===== src/spq_pkg.sv =====
// Types, codes and constant scale tables for the scale pitch quantizer.
// No dependencies; used by spq_alu and scale_pitch_quantizer.
`default_nettype none

package spq_pkg;

    localparam logic [3:0] CHROMATIC = 4'd15;

    localparam logic [1:0] REQ_DEG_TO_MIDI = 2'd0;
    localparam logic [1:0] REQ_MIDI_TO_NOTE = 2'd1;
    localparam logic [1:0] REQ_CONVERT = 2'd2;

    localparam logic [1:0] ST_OK = 2'd0;
    localparam logic [1:0] ST_BAD_INDEX = 2'd1;
    localparam logic [1:0] ST_MIDI_RANGE = 2'd2;

    localparam logic [1:0] ALU_ADD = 2'd0;
    localparam logic [1:0] ALU_SUB = 2'd1;
    localparam logic [1:0] ALU_ABSDIFF = 2'd2;

    localparam int ACC_W = 10;

    typedef logic signed [ACC_W-1:0] acc_t;

    typedef struct packed {
        logic [1:0] op;
        acc_t       a;
        acc_t       b;
    } alu_req_t;

    function automatic logic [3:0] scale_len(input logic [3:0] sc);
        logic [3:0] len;
        case (sc)
            4'd8:    len = 4'd6;
            4'd9:    len = 4'd5;
            4'd14:   len = 4'd6;
            4'd15:   len = 4'd12;
            default: len = 4'd7;
        endcase
        return len;
    endfunction

    // Entry i of a scale sits in nibble i of its row.
    function automatic logic [47:0] scale_row(input logic [3:0] sc);
        logic [47:0] row;
        case (sc)
            4'd0:    row = 48'h00000A875320;
            4'd1:    row = 48'h00000B975420;
            4'd2:    row = 48'h00000A975320;
            4'd3:    row = 48'h00000A875310;
            4'd4:    row = 48'h00000A975420;
            4'd5:    row = 48'h00000B975320;
            4'd6:    row = 48'h00000B875320;
            4'd7:    row = 48'h00000A975430;
            4'd8:    row = 48'h000000A76530;
            4'd9:    row = 48'h0000000A7530;
            4'd10:   row = 48'h00000B876320;
            4'd11:   row = 48'h00000A976320;
            4'd12:   row = 48'h00000B976410;
            4'd13:   row = 48'h00000B876310;
            4'd14:   row = 48'h000000A86420;
            default: row = 48'hBA9876543210;
        endcase
        return row;
    endfunction

    function automatic logic [3:0] scale_tone(input logic [3:0] sc, input logic [3:0] idx);
        logic [47:0] row;
        logic [3:0]  tone;
        row = scale_row(sc);
        if (idx < 4'd12) begin
            tone = row[{idx, 2'b00} +: 4];
        end
        else begin
            tone = 4'd0;
        end
        return tone;
    endfunction

endpackage

`default_nettype wire


===== src/spq_alu.sv =====
// Shared add, subtract and absolute-difference unit of the quantizer.
// Depends on spq_pkg for the request struct and operation codes.
`default_nettype none

module spq_alu (
    input  wire spq_pkg::alu_req_t req,
    output spq_pkg::acc_t          result
);

    spq_pkg::acc_t diff;

    assign diff = req.a - req.b;

    always_comb
    begin
        case (req.op)
            spq_pkg::ALU_ADD:     result = req.a + req.b;
            spq_pkg::ALU_SUB:     result = diff;
            spq_pkg::ALU_ABSDIFF: result = diff[spq_pkg::ACC_W-1] ? -diff : diff;
            default:              result = '0;
        endcase
    end

endmodule

`default_nettype wire


===== src/scale_pitch_quantizer.sv =====
// Top level of the scale pitch quantizer: sequencer, tonic register, result regs.
// Depends on spq_pkg and spq_alu.
//
// Usage:
//   Requests enter on start while busy is low; all request fields are sampled then.
//   The tonic is written over cfg_valid/cfg_ready/cfg_data; cfg_ready is always high.
//   Each result appears for one cycle with done high; the receiver cannot stall it.
//   Path from acceptance to done:
//     invalid request or degree, or conversion between scales of equal size: from idle;
//     degree to MIDI: through the add state;
//     conversion between scales of different size: the snap state over the target's tones;
//     MIDI to note: the divide state for the D octave steps of the divide by twelve
//     (at most 10), then the snap state over the L tones of the scale (at most 12).
//   Octave division, the MIDI sum and the snap search share one add/subtract/abs-diff
//   unit, one step a cycle: repeated subtraction or addition of twelve for the octave,
//   then one scale tone per cycle in the nearest-tone search. busy is high until the
//   result is produced, and a new request may be accepted in the cycle done is high.
//   Reset clears the sequencer, the strobe and the tonic (to 0).
`default_nettype none

module scale_pitch_quantizer #(
    parameter int BASE_OCTAVE = 1
) (
    input  wire        clk,
    input  wire        rst_n,
    input  wire        start,
    output logic       busy,
    input  wire  [1:0] req_type,
    input  wire  [3:0] scale_sel,
    input  wire  [3:0] dest_scale,
    input  wire  [3:0] degree_in,
    input  wire  signed [4:0] octave_in,
    input  wire  [6:0] midi_in,
    input  wire        cfg_valid,
    output logic       cfg_ready,
    input  wire  [3:0] cfg_data,
    output logic       done,
    output logic [6:0] midi_out,
    output logic [3:0] degree_out,
    output logic signed [4:0] octave_out,
    output logic [1:0] status
);

    localparam logic [1:0] S_IDLE = 2'd0;
    localparam logic [1:0] S_ADD  = 2'd1;
    localparam logic [1:0] S_DIV  = 2'd2;
    localparam logic [1:0] S_SNAP = 2'd3;

    localparam spq_pkg::acc_t SEMIS = spq_pkg::ACC_W'(12);
    localparam spq_pkg::acc_t BASE  = spq_pkg::ACC_W'(BASE_OCTAVE);

    logic [1:0] state_reg, state_next;
    logic       done_reg, done_next;
    logic [3:0] tonic_reg, tonic_next;

    spq_pkg::acc_t     acc_reg, acc_next;
    spq_pkg::acc_t     addend_reg, addend_next;
    logic signed [4:0] q_reg, q_next;
    logic [3:0] snap_sc_reg, snap_sc_next;
    logic [3:0] semi_reg, semi_next;
    logic [3:0] idx_reg, idx_next;
    logic [3:0] best_reg, best_next;
    logic [3:0] bidx_reg, bidx_next;
    logic [6:0] midi_reg, midi_next;
    logic [3:0] deg_reg, deg_next;
    logic signed [4:0] oct_reg, oct_next;
    logic [1:0] status_reg, status_next;

    spq_pkg::alu_req_t alu_req;
    spq_pkg::acc_t     alu_res;

    logic          accept;
    logic [3:0]    sel_len;
    logic [3:0]    sel_tone;
    spq_pkg::acc_t oct_ext;
    spq_pkg::acc_t oct_base;
    logic [3:0]    snap_tone;
    logic [3:0]    cand_best;
    logic [3:0]    cand_idx;

    spq_alu u_alu (
        .req    (alu_req),
        .result (alu_res)
    );

    assign busy       = (state_reg != S_IDLE);
    assign accept     = start && !busy;
    assign cfg_ready  = 1'b1;
    assign done       = done_reg;
    assign midi_out   = midi_reg;
    assign degree_out = deg_reg;
    assign octave_out = oct_reg;
    assign status     = status_reg;

    assign sel_len   = spq_pkg::scale_len(scale_sel);
    assign sel_tone  = spq_pkg::scale_tone(scale_sel, degree_in);
    assign oct_ext   = spq_pkg::ACC_W'(octave_in);
    assign oct_base  = oct_ext + BASE;
    assign snap_tone = spq_pkg::scale_tone(snap_sc_reg, idx_reg);

    always_comb
    begin
        alu_req.op = spq_pkg::ALU_ADD;
        alu_req.a  = acc_reg;
        alu_req.b  = addend_reg;
        case (state_reg)
            S_DIV:
            begin
                alu_req.op = acc_reg[spq_pkg::ACC_W-1] ? spq_pkg::ALU_ADD : spq_pkg::ALU_SUB;
                alu_req.b  = SEMIS;
            end
            S_SNAP:
            begin
                alu_req.op = spq_pkg::ALU_ABSDIFF;
                alu_req.a  = spq_pkg::ACC_W'({1'b0, snap_tone});
                alu_req.b  = spq_pkg::ACC_W'({1'b0, semi_reg});
            end
            default:
            begin
                alu_req.op = spq_pkg::ALU_ADD;
            end
        endcase
    end

    always_comb
    begin
        if ((state_reg == S_SNAP) && (alu_res[3:0] < best_reg)) begin
            cand_best = alu_res[3:0];
            cand_idx  = idx_reg;
        end
        else begin
            cand_best = best_reg;
            cand_idx  = bidx_reg;
        end
    end

    always_comb
    begin
        state_next   = state_reg;
        done_next    = 1'b0;
        tonic_next   = tonic_reg;
        acc_next     = acc_reg;
        addend_next  = addend_reg;
        q_next       = q_reg;
        snap_sc_next = snap_sc_reg;
        semi_next    = semi_reg;
        idx_next     = idx_reg;
        best_next    = best_reg;
        bidx_next    = bidx_reg;
        midi_next    = midi_reg;
        deg_next     = deg_reg;
        oct_next     = oct_reg;
        status_next  = status_reg;

        if (cfg_valid && cfg_ready) begin
            tonic_next = cfg_data;
        end

        case (state_reg)
            S_IDLE:
            begin
                if (accept) begin
                    midi_next   = 7'd0;
                    deg_next    = 4'd0;
                    oct_next    = 5'sd0;
                    status_next = spq_pkg::ST_OK;
                    idx_next    = 4'd0;
                    best_next   = 4'd12;
                    bidx_next   = 4'd0;
                    q_next      = 5'sd0;
                    case (req_type)
                        spq_pkg::REQ_DEG_TO_MIDI:
                        begin
                            if (degree_in >= sel_len) begin
                                status_next = spq_pkg::ST_BAD_INDEX;
                                done_next   = 1'b1;
                            end
                            else begin
                                acc_next    = (oct_base <<< 3) + (oct_base <<< 2);
                                addend_next = spq_pkg::ACC_W'({1'b0, sel_tone})
                                            + spq_pkg::ACC_W'({1'b0, tonic_reg});
                                state_next  = S_ADD;
                            end
                        end
                        spq_pkg::REQ_MIDI_TO_NOTE:
                        begin
                            acc_next     = spq_pkg::ACC_W'({1'b0, midi_in})
                                         - spq_pkg::ACC_W'({1'b0, tonic_reg});
                            snap_sc_next = scale_sel;
                            state_next   = S_DIV;
                        end
                        spq_pkg::REQ_CONVERT:
                        begin
                            if (degree_in >= sel_len) begin
                                status_next = spq_pkg::ST_BAD_INDEX;
                                done_next   = 1'b1;
                            end
                            else if (sel_len == spq_pkg::scale_len(dest_scale)) begin
                                deg_next  = degree_in;
                                done_next = 1'b1;
                            end
                            else begin
                                semi_next    = sel_tone;
                                snap_sc_next = dest_scale;
                                state_next   = S_SNAP;
                            end
                        end
                        default:
                        begin
                            status_next = spq_pkg::ST_BAD_INDEX;
                            done_next   = 1'b1;
                        end
                    endcase
                end
            end
            S_ADD:
            begin
                if (alu_res[spq_pkg::ACC_W-1]) begin
                    midi_next   = 7'd0;
                    status_next = spq_pkg::ST_MIDI_RANGE;
                end
                else if (alu_res > spq_pkg::ACC_W'(127)) begin
                    midi_next   = 7'd127;
                    status_next = spq_pkg::ST_MIDI_RANGE;
                end
                else begin
                    midi_next = alu_res[6:0];
                end
                done_next  = 1'b1;
                state_next = S_IDLE;
            end
            S_DIV:
            begin
                if (acc_reg[spq_pkg::ACC_W-1]) begin
                    acc_next = alu_res;
                    q_next   = q_reg - 5'sd1;
                end
                else if (acc_reg >= SEMIS) begin
                    acc_next = alu_res;
                    q_next   = q_reg + 5'sd1;
                end
                else begin
                    semi_next  = acc_reg[3:0];
                    oct_next   = q_reg - BASE[4:0];
                    state_next = S_SNAP;
                end
            end
            S_SNAP:
            begin
                best_next = cand_best;
                bidx_next = cand_idx;
                if (idx_reg == spq_pkg::scale_len(snap_sc_reg) - 4'd1) begin
                    deg_next   = cand_idx;
                    done_next  = 1'b1;
                    state_next = S_IDLE;
                end
                else begin
                    idx_next = idx_reg + 4'd1;
                end
            end
            default:
            begin
                state_next = S_IDLE;
            end
        endcase
    end

    always_ff @(posedge clk or negedge rst_n)
    begin
        if (!rst_n) begin
            state_reg <= S_IDLE;
            done_reg  <= 1'b0;
            tonic_reg <= 4'd0;
        end
        else begin
            state_reg <= state_next;
            done_reg  <= done_next;
            tonic_reg <= tonic_next;
        end
    end

    always_ff @(posedge clk)
    begin
        acc_reg     <= acc_next;
        addend_reg  <= addend_next;
        q_reg       <= q_next;
        snap_sc_reg <= snap_sc_next;
        semi_reg    <= semi_next;
        idx_reg     <= idx_next;
        best_reg    <= best_next;
        bidx_reg    <= bidx_next;
        midi_reg    <= midi_next;
        deg_reg     <= deg_next;
        oct_reg     <= oct_next;
        status_reg  <= status_next;
    end

endmodule

`default_nettype wire


===== config.mk =====
export PLATFORM = sky130hd
export DESIGN_NAME = scale_pitch_quantizer
export DESIGN_NICKNAME = d
export VERILOG_FILES = /design/src/spq_pkg.sv /design/src/spq_alu.sv /design/src/scale_pitch_quantizer.sv
export SDC_FILE = /design/constraint.sdc
export NUM_CORES = 1
export LEC_CHECK = 0
export BUFFER_PORTS_ARGS = -buffer_cell sky130_fd_sc_hd__buf_2
export CORE_MARGIN = 10
export CORE_UTILIZATION = 45
export CTS_CLUSTER_SIZE = 24
export DETAILED_ROUTE_END_ITERATION = 6
export MAX_ROUTING_LAYER = met4
export PLACE_DENSITY_LB_ADDON = 0.05
export SLEW_MARGIN = 15
export SYNTH_ARGS = -nofsm -noshare
export SYNTH_HDL_FRONTEND = slang
export SYNTH_SLANG_ARGS = --single-unit

===== constraint.sdc =====
create_clock -name clk -period 9.9 [get_ports clk]
set_clock_uncertainty 0.15 [all_clocks]
set_input_delay 0.495 -clock clk [delete_from_list [all_inputs] [get_ports clk]]
set_output_delay 0.495 -clock clk [all_outputs]
set_load 0.01 [all_outputs]

==> Word-level counts from Yosys, hierarchy flattened <==
Memory sizes are Yosys's and may differ from the RTL's. A register that Yosys moved wholly into a read port is not among the register bits.
Cells that the tools add are included.
{ "totals": {"register_bits": 70, "rom_bits": 992, "input_bits": 34, "output_inout_bits": 21, "mem_count": 2} }
{ "classes": {"addsub": 11, "n_lt_le_gt_ge": 6, "eq_ne": 39, "shift": 2, "n_mux": 80, "bitwise": 1, "n_reduce_logical": 29} }
{ "memory_table": {"columns": ["name", "words", "word_bits", "read_ports", "rd_clocked_by_memory_dff", "write_ports", "line", "source"], "rows": [
  ["(no name shown)", 16, 31, 1, 1, 0, "spq_pkg.sv:46", "case (sc)"],
  ["(no name shown)", 16, 31, 1, 0, 0, "spq_pkg.sv:46", null]
]} }
{ "ops": {"columns": ["cell", "n"], "rows": [
  ["$mux 4", 26],
  ["$shiftx 48x7->4", 2],
  ["$mux 10", 6],
  ["$pmux 10 s2", 3],
  ["$eq 4x4->1 const B", 12],
  ["$pmux 4 s2", 6],
  ["$pmux 4 s3", 3],
  ["$pmux 10 s3", 1],
  ["$mux 5", 5],
  ["$mux 7", 3],
  ["$mux 2", 10],
  ["$pmux 5 s2", 2],
  ["$ne 2x2->1 const B", 8],
  ["$ne 3x3->1 const B", 5],
  ["$reduce_and 3->1", 5],
  ["$pmux 7 s2", 1],
  ["$reduce_and 4->1", 3],
  ["$add 10x10->10", 1],
  ["$add 9x8->10", 1],
  ["$ge 10x5->1 const B", 1],
  ["$gt 10x8->1 const B", 1],
  ["$neg 10->10", 1],
  ["$reduce_and 5->1", 2],
  ["$reduce_bool 2->1", 5],
  ["31 further kinds", 55]
]} }

==> Logic depth before layout (Yosys ltp) <==
Gate-level depths: netlist of the first run.
{ "depth": {"word_depth": 14, "mapped_depth": 23, "ltp_nobuf": 23} }

==> Hierarchy <==
Synthesis of the first run repeated with hierarchy kept, for this count alone.
{ "unflattened": {"hier_cells": 782, "hier_area_um2": 6950.4} }
{ "modules_own_cells": {"columns": ["mod", "instances", "cells_per_inst", "area_per_inst_um2", "seq_area_each_um2"], "rows": [
  ["scale_pitch_quantizer", 1, 598, 5650.4, 2297.2],
  ["spq_alu", 1, 184, 1300.0, 0.0]
]} }

==> Least setup slack after synthesis of the first run <==
No wires, ideal clock.
{ "synth_path": {"path_type": "reg-to-reg", "from": "register idx_reg[0]", "to": "register deg_reg[1], in the netlist degree_out[1], data pin", "setup_ps": 254, "t_arrival_ps": 4599, "required_ps": 9496, "slack_ps": 4897, "stages_incl_launch_ff": 23, "path_cell_list": "edfxtp_1 > clkbuf_1 > clkbuf_1 > a21oi_1 > o21ai_0 > o21ai_0 > o21ai_0 > ha_1 > o21bai_1 > a21oi_1 > o21bai_1 > a21oi_2 > nor2b_1 > xor2_1 > a222oi_1 > inv_1 > ha_1 > o21ai_0 > nand2b_1 > a21oi_1 > mux2i_1 > nor2_1 > a21o_1"} }
{ "synth_via": {"elab_chain_cells": 12, "word_cells_on_any_way": 14, "cone_classes": "add/sub (3); order compare (2); shift (1); mux (7); reduce/logical (1)"} }
{ "synth_rtl": {"columns": ["element", "line", "source"], "rows": [
  ["start, declared", "scale_pitch_quantizer.sv:61", "logic [3:0] idx_reg, idx_next;"],
  ["start signal, assigned", "scale_pitch_quantizer.sv:289", "idx_reg <= idx_next;"],
  ["$shiftx 48x7->4 or $lt 4x4->1 (tied branches)", "spq_pkg.sv:72, spq_pkg.sv:71", null],
  ["$mux 4 (*)", "spq_pkg.sv:71", "if (idx < 4'd12) begin"],
  ["$mux 10 (*)", "scale_pitch_quantizer.sv:106", "case (state_reg)"],
  ["$sub 10x10->10", "spq_alu.sv:12", "assign diff = req.a - req.b;"],
  ["$neg 10->10", "spq_alu.sv:19", "spq_pkg::ALU_ABSDIFF: result = diff[spq_pkg::ACC_W-1] ? -diff : diff;"],
  ["$mux 10", "spq_alu.sv:19", null],
  ["$pmux 10 s3 (*)", "spq_alu.sv:16", "case (req.op)"],
  ["net alu_res[2]", "scale_pitch_quantizer.sv:70", "spq_pkg::acc_t alu_res;"],
  ["$lt 4x4->1 (*)", "scale_pitch_quantizer.sv:127", "if ((state_reg == S_SNAP) && (alu_res[3:0] < best_reg)) begin"],
  ["$logic_and 1x1->1 (*)", "scale_pitch_quantizer.sv:127", null],
  ["$mux 4 (*)", "scale_pitch_quantizer.sv:127", null],
  ["$mux 4 (*)", "scale_pitch_quantizer.sv:252", "if (idx_reg == spq_pkg::scale_len(snap_sc_reg) - 4'd1) begin"],
  ["$pmux 4 s2 (*)", "scale_pitch_quantizer.sv:159", "case (state_reg)"],
  ["net deg_next[1]", "scale_pitch_quantizer.sv:65", "logic [3:0] deg_reg, deg_next;"],
  ["end signal, assigned", "scale_pitch_quantizer.sv:293", "deg_reg <= deg_next;"],
  ["end, declared", "scale_pitch_quantizer.sv:65", null]
]} }
Mark *: on every way through the listed nets, which the timed path passes. The rest lies on a longest branch. The select of a mux whose other input is x is not followed.
A chain may end at the register's enable or synchronous reset.

==> Worst setup path after layout of the first run <==
{ "layout_path": {"from": "register idx_reg[0]", "to": "register deg_reg[0], in the netlist degree_out[0], data pin"} }
Same word-level chain as after synthesis.

==> flow_summary.toml, run 1 <==
[min_path]
hold_path.class = "in -> reg"

[yosys]
muxShareOfSynthArea = 0.0751
syn-instance-count = 693
synth-simple-area-share = 0.150
synth_compound_area_frac = 0.187
syn_area_mm2 = 0.00641
synth_fa_ha_area_frac = 0.119
syn_area_per_cell_um2 = 9.25
synth_top_family_by_area = "compound AO/OA/AOI/OAI gates"
ys.flop_type = "edfxtp_1"
async_flop_share = 0.0833
synth_fp_nets = 785
synth_cell_types = 75
synth_xor_area_frac = 0.0533
ys_seq_area_frac = 0.358
yosysWarnings = 0
ys_seq_elements = 84
synth-edff-count = 58

[pwr]
leakagePower_nw = 3.10
powerDensity_mw_per_mm2 = 269
p_switching_mw = 0.802
combinationalPowerShare = 0.510
power_frac_seq = 0.320
swShare = 0.423
p_int_mw = 1.10
p_clk_frac = 0.170
vdd_drop_max_mv = 0.107

[cells_and_area]
diodes = 0
drive_gt1_frac = 0.143
layout.nets = 816
final_cell_mix = "nor2_1, nand2_1, edfxtp_1, ha_1, buf_2"
area_growth_syn_to_layout_pct = 9.97
post-route-util = 0.506
fillers = 1328
instances_no_fill = 909
final_common_cell = "nor2_1"

[timing]
slew_headroom = 0.210
max_freq_mhz = 172
maxSlewViolCount = 0
fin_crit_sh = 0.586
setup_viol = 0
finalSetupTns_ns = 0
tightestPinTransition_ns = 1.17
hold_ws_ns = 0.206
period_minus_slack_ns = 5.81
rsz0062_at_grt = "false"
finalHoldViolations = 0

[global_routing]
gr-total-overflow = 0
grt_pass1_wl_um = 25600
antenna_found_initial = 0
grt_pass1_vias = 5045
grt_max_degree = 27
grtUsageTotal = 0.161

[drt]
drt-pass1-iter-count = 4
top_layer = "met4"
dr_wl_met2_um = 7250
drtIter0Drc = 379
routed_wl_um = 15600
routedLengthMet1_um = 7530
wl_met3_um = 600
wire_per_inst_um = 17.2
ant_nets = 0
drc = 0
via_count = 5084
viasPerCell = 5.59

[critical_path]
rrSetupSlack_ns = 4.09
path_class = "reg -> reg"
arrival_ns = 5.75
end_kind = "flop"
critPathMaxFanout = 17
setup.worst_path.start_class = "flop"
cp.required_ns = 9.84

[cts]
clk_pin_slew_ns = 0.06
clk_latency_ns = 0.34
cts_htree_levels = 3
root_buffer = "clkbuf_16"
cts_tree = "built"
cts_resized = 0
cts_made_buffers = 9
cts_max_path_buffers = 2
clkSinkCount = 84

[floorplan]
fp.dieH_um = 139
core_mm2 = 0.0139
rows = 43
fp.dieW_um = 139
start_util = 0.460
die-area_mm2 = 0.0194
ios = 55

[placement]
hpwl_um = 12200
gp_congestion = 0.916
port_buffers = 53
dp_cells = 892

[flow_run]
drv_cap = 0

[status]
status = "complete, no violations"
through the flow:
stage / worst slack [ns] / instance area (um^2) / power [mW]
after floorplan: 4.90 / 6410 / 1.32
after global routing: 3.54 / 7050 / 2.05
after global placement: 4.32 / 6760 / 1.55
after CTS: 4.09 / 7050 / 1.90
final: 4.09 / 7050 / 1.90
after detailed placement: 4.11 / 6760 / 1.57
worst max-delay path: stages (launching register included):
cell and delay (ns):
edfxtp_1 0.73, mux4_2 0.57, inv_1 0.06, o21ai_0 0.06
o21ai_0 0.09, o21ai_0 0.26, ha_1 0.41, o21bai_1 0.06
a21oi_1 0.22, o21bai_1 0.16, a21oi_2 0.35, nor2b_1 0.22
xor2_1 0.08, a222oi_1 0.50, inv_1 0.09, ha_1 0.31
o21ai_0 0.09, nand2b_1 0.07, a21oi_1 0.52, mux2i_1 0.30
nor2_1 0.08, a21o_1 0.16
what timing repair did:
item                      CTS  global route
hold buffers                1             0
hold endpoints to repair    7             0
setup buffers               0             0
power groups by stage:
stage / sequential, mW / combinational [mW] / clock (mW)
2_1_floorplan: 0.564 / 0.759 / 0
3_3_place_gp: 0.612 / 0.941 / 0
3_5_place_dp: 0.614 / 0.956 / 0
4_1_cts: 0.607 / 0.964 / 0.329
5_1_grt: 0.619 / 1.08 / 0.345
6_report: 0.607 / 0.968 / 0.323
cells by family after synthesis:
logic type,count (synthesis)
adder cells (fa/ha/maj),58
buffers and inverters,89
AND/OR/NAND/NOR,200
multiplexers,39
XOR/XNOR,39
AO/OA/AOI/OAI,183
other,1
flip-flops,84
cell type report:
class,instances,area [um^2],area share
tap,180,225,0.0319
clock buffer,11,255,0.0362
inverter,51,191,0.0271
clock inverter,5,31.3,0.00444
timing repair buffer,58,305,0.0433
multi-input combinational,520,3750,0.531
sequential,84,2300,0.326
worst paths after layout:
kind,start,end,cells after the start
max,idx_reg[0],degree_out[0],21
min,cfg_data[2],tonic_reg[2],3
max reg2reg,idx_reg[0],degree_out[0],21
min reg2reg,tonic_reg[0],tonic_reg[0],1
max in group asynchronous,rst_n,done,2
min in group asynchronous,rst_n,tonic_reg[2],2
metal layers:
metal	vias to the layer above	global-route usage
li1	2540	-
met1	2407	0.211
met2	115	0.251
met3	22	0.0286
met4	0	0.0445
met5	-	-
cells in the mapped netlist (all sizes together) (6+ instances only):
cell,count,area [um^2]
xor2,20,175
mux2i,24,260
xnor2,19,166
a31oi,15,109
o21ai,45,225
inv,49,184
dfxtp,19,380
nand2b,10,62.6
o21bai,6,45.0
edfxtp,58,1740
nor2b,7,43.8
dfrtp,7,175
clkbuf,23,86.3
ha,53,663
a21o,14,105
buf,15,91.3
o31ai,6,50.1
a21oi,47,239
a211oi,6,45.0
nor3,6,30.0
mux2,11,131
nand2,61,229
nand3,13,65.1
and3,10,67.6
nor2,62,233
Note: power is estimated with default switching activity, not from simulation.
==> run 2, diff against run 1 <==
- clock period: 9.9 -> 4.7 ns (I/O delays scaled with it)
==> run 2 against run 1 <==
Critical path type unchanged. Die area unchanged. Sequential power up 100%. The flow now finishes with violations (negative setup slack). Cell area up 4.4%. Register-to-register slack worse by 4.2 ns. Global-route usage up 0.37 points.
==> flow_summary.toml, run 2 (synthesis results as in run 1) <==
[status]
status = "finished, violations left"
violations = "negative setup slack"

[timing]
max_freq_mhz = 208
tightestPinTransition_ns = 0.660
rsz0062_at_grt = "true"
period_minus_slack_ns = 4.80
fin_crit_sh = 1.02
maxSlewViolCount = 0
finalHoldViolations = 0
setup_viol = 8
setup_slack_ns = -0.0965
hold_ws_ns = 0.00744
slew_headroom = 0.556

[floorplan]
ios = 55
fp.dieH_um = 139
core_mm2 = 0.0139
rows = 43
die-area_mm2 = 0.0194
fp.dieW_um = 139
start_util = 0.460

[min_path]
hold_path.class = "in -> reg"

[drt]
routed_wl_um = 15900
drtIter0Drc = 313
wire_per_inst_um = 16.9
viasPerCell = 5.56
ant_nets = 0
via_count = 5225
drt-pass1-iter-count = 5
drc = 0

[flow_run]
drv_cap = 0

[global_routing]
antenna_found_initial = 0
grt_pass1_wl_um = 25900
grtUsageTotal = 0.165
grt_max_degree = 26
gr-total-overflow = 0
grt_pass1_vias = 5166

[cts]
clk_pin_slew_ns = 0.06
cts_htree_levels = 3
clkSinkCount = 84
cts_max_path_buffers = 2
cts_tree = "built"
root_buffer = "clkbuf_16"
cts_made_buffers = 9
clk_latency_ns = 0.35

[critical_path]
setup.worst_path.start_class = "flop"
end_kind = "flop"
cp.required_ns = 4.65
arrival_ns = 4.75
path_class = "reg -> reg"
critPathMaxFanout = 5

[cells_and_area]
final_cell_mix = "nor2_1, nand2_1, edfxtp_1, buf_2, ha_1"
area_growth_syn_to_layout_pct = 14.8
layout.nets = 847
final_area_mm2 = 0.00736
final_common_cell = "nor2_1"
drive_gt1_frac = 0.188
diodes = 0

[placement]
gp_congestion = 0.895
port_buffers = 53
hpwl_um = 12400
placed_area_mm2 = 0.00694

[pwr]
leakagePower_nw = 3.27
power_mw = 4.41
powerDensity_mw_per_mm2 = 600
vdd_drop_max_mv = 0.301
run 2: cell count changes in the layout (fill, tap and decap cells not counted), moves of 2 or more:
cell	delta
inv_1	-2
buf_4	+26
o21ai_2	+2
o21ai_1	+2
dlygate4sd3_1	+4
inv_2	+2
a21oi_1	-2
ha_1	-2
o21ai_0	-4
run 2: layout make-up:
cell class,count,area (um^2)
Fill cell,1285,6570
Clock buffer,11,264
Timing Repair Buffer,89,552
Inverter,51,191
Clock inverter,5,31.3
Sequential cell,84,2300
Multi-Input combinational cell,520,3800
Tap cell,180,225
run 2: metal layers:
layer | track usage | vias up | part of all wire
li1 | - | 2610 | -
met1 | 0.214 | 2470 | 0.47
met4 | 0.0621 | 0 | 0.019
met3 | 0.0252 | 18 | 0.042
met5 | - | - | 0
met2 | 0.255 | 127 | 0.47
run 2: through the flow:
stage / cells / setup TNS (ns) / utilization / setup slack (ns)
after detailed placement: 916 / -0.493 / 0.498 / -0.131
final: 940 / -0.370 / 0.528 / -0.0965
after global routing: 940 / -2.25 / 0.528 / -0.289
after global placement: 916 / 0 / 0.498 / 0.0708
after CTS: 937 / 0 / 0.524 / 0.00411
after floorplan: 693 / 0 / - / 0.0211
run 2: repair_timing:
action	4_1_cts	5_1_grt
pin swaps	1	6
setup buffers	0	3
gates resized for setup	3	14
endpoints found under the hold margin	11	0
hold buffers	5	0
gates cloned	0	0
setup endpoints to repair	4	12
run 2: where the power goes:
part           internal [mW]  switching, mW  total [mW]
clock network          0.404          0.289       0.693
logic                   1.11           1.37        2.48
registers               1.08          0.161        1.24
run 2: final timing paths:
| kind | startpoint | end | slack, ns | depth (start not counted) |
|---|---|---|---|---|
| hold reg to reg | tonic_reg[0] | tonic_reg[0] | 0.42 | 1 |
| setup / recovery | idx_reg[1] | degree_out[0] | -0.1 | 22 |
| min in group asynchronous | rst_n | tonic_reg[1] | 0.11 | 2 |
| setup reg to reg | idx_reg[1] | degree_out[0] | -0.1 | 22 |
| hold / removal | cfg_valid | tonic_reg[3] | 0.007 | 2 |
| max in group asynchronous | rst_n | done | 4.13 | 2 |
run 2: critical path: stages, from the launching register on:
cell and delay [ns]:
edfxtp_1 0.38, mux2_2 0.35, a21oi_1 0.16, nor2_1 0.05, a31oi_1 0.22, o21ai_2 0.09, mux2i_1 0.21, ha_2 0.22
inv_2 0.04, fa_1 0.59, inv_2 0.07, ha_4 0.16, nor2b_2 0.11, xor2_1 0.07, a222oi_1 0.32, inv_1 0.10
ha_1 0.31, o21ai_1 0.11, nand2b_1 0.12, a21oi_4 0.27, mux2i_1 0.23, nor2_1 0.08, a21o_1 0.15
==> run 3, diff against run 2 <==
- clock period: 4.7 -> 4.8 ns (I/O delays scaled with it)
==> run 3 against run 2 <==
The flow now finishes without violations. First-iteration DRC count fell by 7.3%. Largest power group unchanged. Clock power rose by 4.6%. Total power is 1.7% lower. Critical path type unchanged. Worst setup slack improved by 0.16 ns.
==> flow_summary.toml, run 3 (synthesis results as in run 1) <==
[timing]
rsz0062_at_grt = "true"
finalHoldViolations = 0
max_freq_mhz = 211
tightestPinTransition_ns = 0.620
hold_ws_ns = 0.00819
maxSlewViolCount = 0
fin_crit_sh = 0.987
slew_headroom = 0.583
setup_viol = 0
period_minus_slack_ns = 4.74
finalSetupTns_ns = 0

[cells_and_area]
post-route-util = 0.532
drive_gt1_frac = 0.186
area_growth_syn_to_layout_pct = 15.6
diodes = 0
final_cell_mix = "nor2_1, nand2_1, edfxtp_1, buf_2, ha_1"
final_area_mm2 = 0.00741
layout.nets = 849
final_common_cell = "nor2_1"

[cts]
cts_max_path_buffers = 2
cts_made_buffers = 9
clkSinkCount = 84
cts_htree_levels = 3
clk_latency_ns = 0.35
clk_pin_slew_ns = 0.06
root_buffer = "clkbuf_16"
cts_tree = "built"

[status]
status = "complete, no violations"

[floorplan]
fp.dieH_um = 139
ios = 55
core_mm2 = 0.0139
rows = 43
fp.dieW_um = 139
start_util = 0.460
die-area_mm2 = 0.0194

[pwr]
leakagePower_nw = 3.29
power_mw = 4.34
vdd_drop_max_mv = 0.258
powerDensity_mw_per_mm2 = 586

[drt]
routed_wl_um = 15800
drt-pass1-iter-count = 5
drc = 0
drtIter0Drc = 290
wire_per_inst_um = 16.8
ant_nets = 0
via_count = 5217
viasPerCell = 5.54

[critical_path]
critPathMaxFanout = 5
rrSetupSlack_ns = 0.06
setup.worst_path.start_class = "flop"
cp.required_ns = 4.75
path_class = "reg -> reg"
reg2reg_depth = 22
arrival_ns = 4.69
rr_startpoint = "idx_reg[1]"
end_kind = "flop"
rr_endpoint = "degree_out[0]"

[placement]
placed_area_mm2 = 0.00692
port_buffers = 53
gp_congestion = 0.873
hpwl_um = 12300

[global_routing]
gr-total-overflow = 0
grtUsageTotal = 0.164
grt_pass1_vias = 5142
grt_max_degree = 26
grt_pass1_wl_um = 25800
antenna_found_initial = 0

[min_path]
min-delay-start = "cfg_valid"
min_path_cells = 2
hold_path.class = "in -> reg"
min_to = "tonic_reg[1]"

[flow_run]
drv_cap = 0
## run 3: how the worst max path moves through the flow
stage / from / end / slack [ns] / cells after the start
2_1_floorplan: idx_reg[0] / degree_out[1] / 0.06 / 22
3_3_place_gp: idx_reg[1] / degree_out[1] / 0.12 / 21
3_5_place_dp: idx_reg[1] / degree_out[0] / -0.02 / 21
4_1_cts: idx_reg[1] / degree_out[3] / 0.03 / 21
5_1_grt: idx_reg[1] / degree_out[0] / -0.15 / 22
6_report: idx_reg[1] / degree_out[0] / 0.06 / 22
## run 3: layout make-up
type,count,area (um^2)
repair buffers,91,572
flip-flops and latches,84,2300
inverters,51,191
fillers,1268,6530
clock buffers,13,303
clock inverters,3,22.5
multi-input cells,520,3800
well taps,180,225
## run 3: layer usage
| metal | wire [um] | vias up | track usage |
|---|---|---|---|
| met4 | 264 | 0 | 0.0533 |
| li1 | - | 2614 | - |
| met2 | 7370 | 125 | 0.253 |
| met1 | 7650 | 2459 | 0.216 |
| met5 | 0 | - | - |
| met3 | 550 | 19 | 0.0242 |
## run 3: critical path, cell delays in order, from the launching register on
cell and delay [ns]:
edfxtp_1 0.45, mux2_4 0.33, a21oi_2 0.13, nor2_1 0.05, a31oi_1 0.16, o21ai_1 0.10, mux2i_1 0.21, ha_2 0.22
inv_2 0.04, fa_1 0.54, inv_1 0.09, ha_2 0.19, nor2b_2 0.11, xor2_1 0.07, a222oi_1 0.37, inv_1 0.09
ha_1 0.29, o21ai_1 0.08, nand2b_1 0.10, a21oi_4 0.26, mux2i_1 0.23, nor2_1 0.08, a21o_1 0.15
## run 3: what timing repair did
item | 4_1_cts | 5_1_grt
gates resized for setup | 1 | 14
pin swaps | 0 | 4
hold buffers | 7 | 0
endpoints found under the setup margin | 4 | 12
buffers inserted | 0 | 6
endpoints found under the hold margin | 11 | 0
## run 3: stage by stage
| step | cells | worst slack (ns) |
|---|---|---|
| 4_1_cts | 936 | 0.0274 |
| 2_1_floorplan | 693 | 0.0642 |
| 3_3_place_gp | 913 | 0.119 |
| 6_report | 942 | 0.0612 |
| 3_5_place_dp | 913 | -0.0164 |
| 5_1_grt | 942 | -0.148 |
## run 3: power by group
group | switching, mW | internal [mW]
logic | 1.35 | 1.06
clock network | 0.281 | 0.444
registers | 0.151 | 1.06
